### config.mk
export PLATFORM = sky130hd
export DESIGN_NAME = a64x_ram
export DESIGN_NICKNAME = d
export VERILOG_FILES = /design/src/sv/a64x_ram.sv
export SDC_FILE = /design/constraint.sdc
export NUM_CORES = 2
export LEC_CHECK = 0
export ABC_AREA = 1
export BUFFER_PORTS_ARGS = -buffer_cell sky130_fd_sc_hd__buf_2
export CAP_MARGIN = 30
export CORE_UTILIZATION = 67
export CTS_CLUSTER_DIAMETER = 80
export DETAILED_ROUTE_END_ITERATION = 8
export HOLD_SLACK_MARGIN = 0.06
export PLACE_DENSITY = 0.84
export SLEW_MARGIN = 20
export SYNTH_ARGS = -nofsm -noshare
export SYNTH_HDL_FRONTEND = slang
export SYNTH_SLANG_ARGS = --single-unit
### constraint.sdc
create_clock -name clk -period 4 [get_ports clk]
set_input_delay 0 -clock clk [delete_from_list [all_inputs] [get_ports clk]]
set_output_delay 0 -clock clk [all_outputs]
set_load 0.02 [all_outputs]
### src/sv/a64x_ram.sv
// Generic single-write, single-read RAM with byte enables and registered read.
// No dependencies.
module a64x_ram #(
	parameter int unsigned WIDTH = 64,
	parameter int unsigned DEPTH = 32
) (
	input  logic                     clk,
	input  logic                     we,
	input  logic [WIDTH/8-1:0]       be,
	input  logic [$clog2(DEPTH)-1:0] waddr,
	input  logic [WIDTH-1:0]         wdata,
	input  logic                     re,
	input  logic [$clog2(DEPTH)-1:0] raddr,
	output logic [WIDTH-1:0]         rdata
);

	logic [WIDTH-1:0] mem [DEPTH];

	// write enabled bytes
	always_ff @(posedge clk) begin
		if (we) begin
			for (int i = 0; i < WIDTH/8; i++) begin
				if (be[i]) begin
					mem[waddr][i*8 +: 8] <= wdata[i*8 +: 8];
				end
			end
		end
	end

	// registered read
	always_ff @(posedge clk) begin
		if (re) begin
			rdata <= mem[raddr];
		end
	end

endmodule

# Yosys cells after proc, flatten, opt, wreduce, memory -nomap -nowiden
# Memory sizes are Yosys's and may differ from the RTL's. A register that Yosys moved wholly into a read port is not among the register bits.
# Index checks and enable logic that the tools add are counted.
# W data, S select, Z words.
classes:
  muxes: 24
op_table:
  columns: ["operator", "n"]
  rows:
  - ["$mux W1", 24]
word_totals:
  register_bits: 0
  mem_bits_rw: 2048
  wordCells: 25
  memories: 1
mem_list:
  columns: ["memory", "words", "width", "rd", "rd_clocked_by_memory_dff", "wr", "line_no", "source"]
  rows:
  - ["mem", 32, 64, 1, 1, 1, "17", "logic [WIDTH-1:0] mem [DEPTH];"]

# Logic depth before layout (Yosys ltp)
depth:
  word_depth: 3
  ltp_mapped: 12

# Worst setup path before layout
# Ideal clock, no wire load.
synth_timing:
  path_type: "input -> register"
  startpoint: "input port waddr[2]"
  endpoint: "memory mem[28][0], enable pin"
  t_arrival_ns: 0.985
  required_time_ns: 3.630
  setup_slack_ns: 2.644
  cell_stages: 4
  cell_sequence: "inv_1 -> nor3_1 -> nand2_1 -> nor2_1"
synth_rtl:
  columns: ["item", "line_no", "source"]
  rows:
  - ["start, declared", "10", "input logic [$clog2(DEPTH)-1:0] waddr,"]
  - ["end, declared", "17", null]
# No word-level cell before the write port.

# Final worst setup path
layout_timing:
  startpoint: "input port waddr[3]"
  endpoint: "memory mem[14][45], enable pin"
# No word-level cell before the write port.

==> impl_metrics.toml <==
[clock_network]
cts_root_buf = "clkbuf_16"
cts_buffers = 195
clk_latency_ns = 0.84
ctsHtreeMaxLevel = 4
cts.path.max_buffers = 3
cts_hold_buf = 74
cts_sinks = 2112
postCtsSetupBuffers = 0
cts_resized = 0
cts_tree = "yes"
clk_pin_slew_ns = 0.06

[critical_path]
worstSetupStartpointType = "input pin"
worst_r2r_path_depth = 7
path_buf_inv = 3
cp-end-kind = "flop"
crit_path_top_delay_cell = "nor2_1"
cpPeakStageDelay_ns = 0.97
reg2reg_from = "mem[15][18]"
cp_top_family = "simple AND/OR/NAND/NOR gates"
worstPathRequired_ns = 4.45
path_class = "in2reg"
reg2reg_setup_slack_ns = 2.24
critPathArrivalTime_ns = 3.15
crit_path_cell_trace = "dlygate4sd3_1 -> buf_2 -> inv_1 -> nor3_1 -> nand2_1 -> nor2_1"
worstPathMaxFanout = 8
r2r_end = "rdata[18]"

[detailed_routing]
first_pass_iters = 6
routed-via-count = 57900
routed_wl_um = 224000
ant_nets = 0
routedWlPerCell_um = 25.2
drc = 0
drtIter0Drc = 9790
viasPerCell = 6.51

[timing]
finalCriticalPeriod_ns = 2.70
worst_slew_pin_slew_ns = 1.26
clock_skew_ns = 0.0253
setup_ws_ns = 1.30
slew_headroom = 0.162
rsz0062_at_grt = "false"
fmax_ghz = 0.370
setup_viol = 0
hold_violations = 0
slew_violations = 0
fin_crit_sh = 0.675
fin_setup_tns_ns = 0

[run_status]
status = "finished clean"

[floorplan]
die-area_um2 = 128000
fp.dieH_um = 358
dieWidth_um = 358
io_pins = 149
num_rows = 130
coreArea_um2 = 126000
start_util = 0.675

[power_and_ir_drop]
ir_worst_vdd_mv = 0.548
powerDensity_nw_per_um2 = 483
total_power_mw = 44.9
power.leakage_nw = 33.0

[yosys]
syn_avg_cell_area_um2 = 12.0
ys_ff_latch = 2112
netlist_area_um2 = 84700
synth_cell_type_count = 13
yosys_warnings = 0
ys_seq_area_frac = 0.749
syn_inst = 7064
syn_nets = 7149

[final_layout]
final_nets = 7177
utilization = 0.740
n_fill_cell = 7390
drive_gt1_frac = 0.0660
area_growth_pct = 9.67

[grt]
gr-usage-all-layers = 0.352
antenna_found_initial = 13
grt_pass1_vias = 55800
grt_max_degree = 227
grt-ovfl-total = 0
grt_pass1_wl_um = 332000

[job]
cap_violations = 0

[min_path]
min_path_type = "in2reg"
min_to = "mem[2][26]"
hp-start = "waddr[0]"
hold_depth = 4

[placed_design]
dp_hpwl_um = 126000
place_congestion = 0.877
dp_slack_ns = 1.31
port_buffers = 148
## final cells by class
| class | instances | area (um2) | area share |
|---|---|---|---|
| flip-flops and latches | 2112 | 63400 | 0.683 |
| multi-input cells | 4478 | 19100 | 0.205 |
| clock buffers | 254 | 5210 | 0.0561 |
| repair buffers | 294 | 2410 | 0.0259 |
| well taps | 1650 | 2060 | 0.0222 |
| clock inverters | 95 | 644 | 0.00694 |
| inverters | 11 | 76.3 | 0.000822 |
| diodes | 6 | 15.0 | 0.000162 |
## Yosys cell counts, drive strengths merged
library cell / n / area [um2]
nand2: 2429 / 9120
edfxtp: 2112 / 63400
nand3: 1782 / 8920
buf: 373 / 1860
nor2: 259 / 972
clkbuf: 90 / 338
inv: 11 / 43.8
nor3: 8 / 40.0
## placed cells by master (no fill, tap or decap)
cell,synthesis,final
clkbuf_16,0,200
clkinv_4,0,1
edfxtp_1,2112,2112
dlygate4sd3_1,0,74
buf_6,4,2
inv_8,0,2
buf_8,0,9
bufinv_16,0,6
clkinvlp_4,0,1
buf_12,0,23
nand2_2,0,7
buf_4,21,43
buf_2,282,142
nor2_1,259,258
inv_16,0,1
nand3_1,1782,1782
inv_4,1,1
inv_6,0,5
clkbuf_8,0,1
clkinv_2,0,28
clkinv_8,0,5
clkbuf_1,90,54
inv_1,8,6
clkinv_1,0,50
diode_2,0,6
nand2_1,2429,2422
nor2_2,0,1
nor3_1,8,8
## kinds of logic after synthesis
group                  synth area share
and+or+nand+nor                   0.225
buffers and inverters            0.0265
DFF                               0.749
## sequential cells by signal, summed over array words and instances, names as in the netlist
| name | count |
|---|---|
| rdata | 64 |
| mem | 2048 |
## worst max path at each step
stage                  start           to  depth (start not counted)
floorplan           waddr[2]   mem[28][0]                          4
global placement    waddr[2]  mem[21][56]                          5
detailed placement  waddr[2]  mem[14][45]                          5
CTS                 waddr[3]   mem[2][22]                          7
global route        waddr[3]   mem[2][22]                          7
finish              waddr[3]  mem[14][45]                          6
## per-layer routing
layer | track usage | wire [um]
met1 | 0.476 | 76600
met2 | 0.537 | 103000
met3 | 0.0820 | 32100
met4 | 0.189 | 12400
met5 | 0 | 130
## metrics by stage
| step | instance area (um2) | cells | hold slack, ns |
|---|---|---|---|
| floorplan | 84700 | 7064 | 0.0989 |
| global placement | 86100 | 8460 | 0.444 |
| detailed placement | 86300 | 8468 | 0.443 |
| CTS | 92800 | 8891 | 0.0679 |
| global route | 92900 | 8894 | 0.146 |
| finish | 92900 | 8900 | 0.126 |
## worst min-delay path: cells and delay by family
family	cells	cell delay (ns)
and+or+nand+nor	3	0.59
buffers and inverters	1	0.14
## power by group
part	internal (mW)	switching (mW)	total [mW]
clock	9.51	7.86	17.4
combinational	0.682	2.21	2.89
sequential	24.6	0.0641	24.6
total	34.8	10.1	44.9
Power figures use the tool's default switching activity.
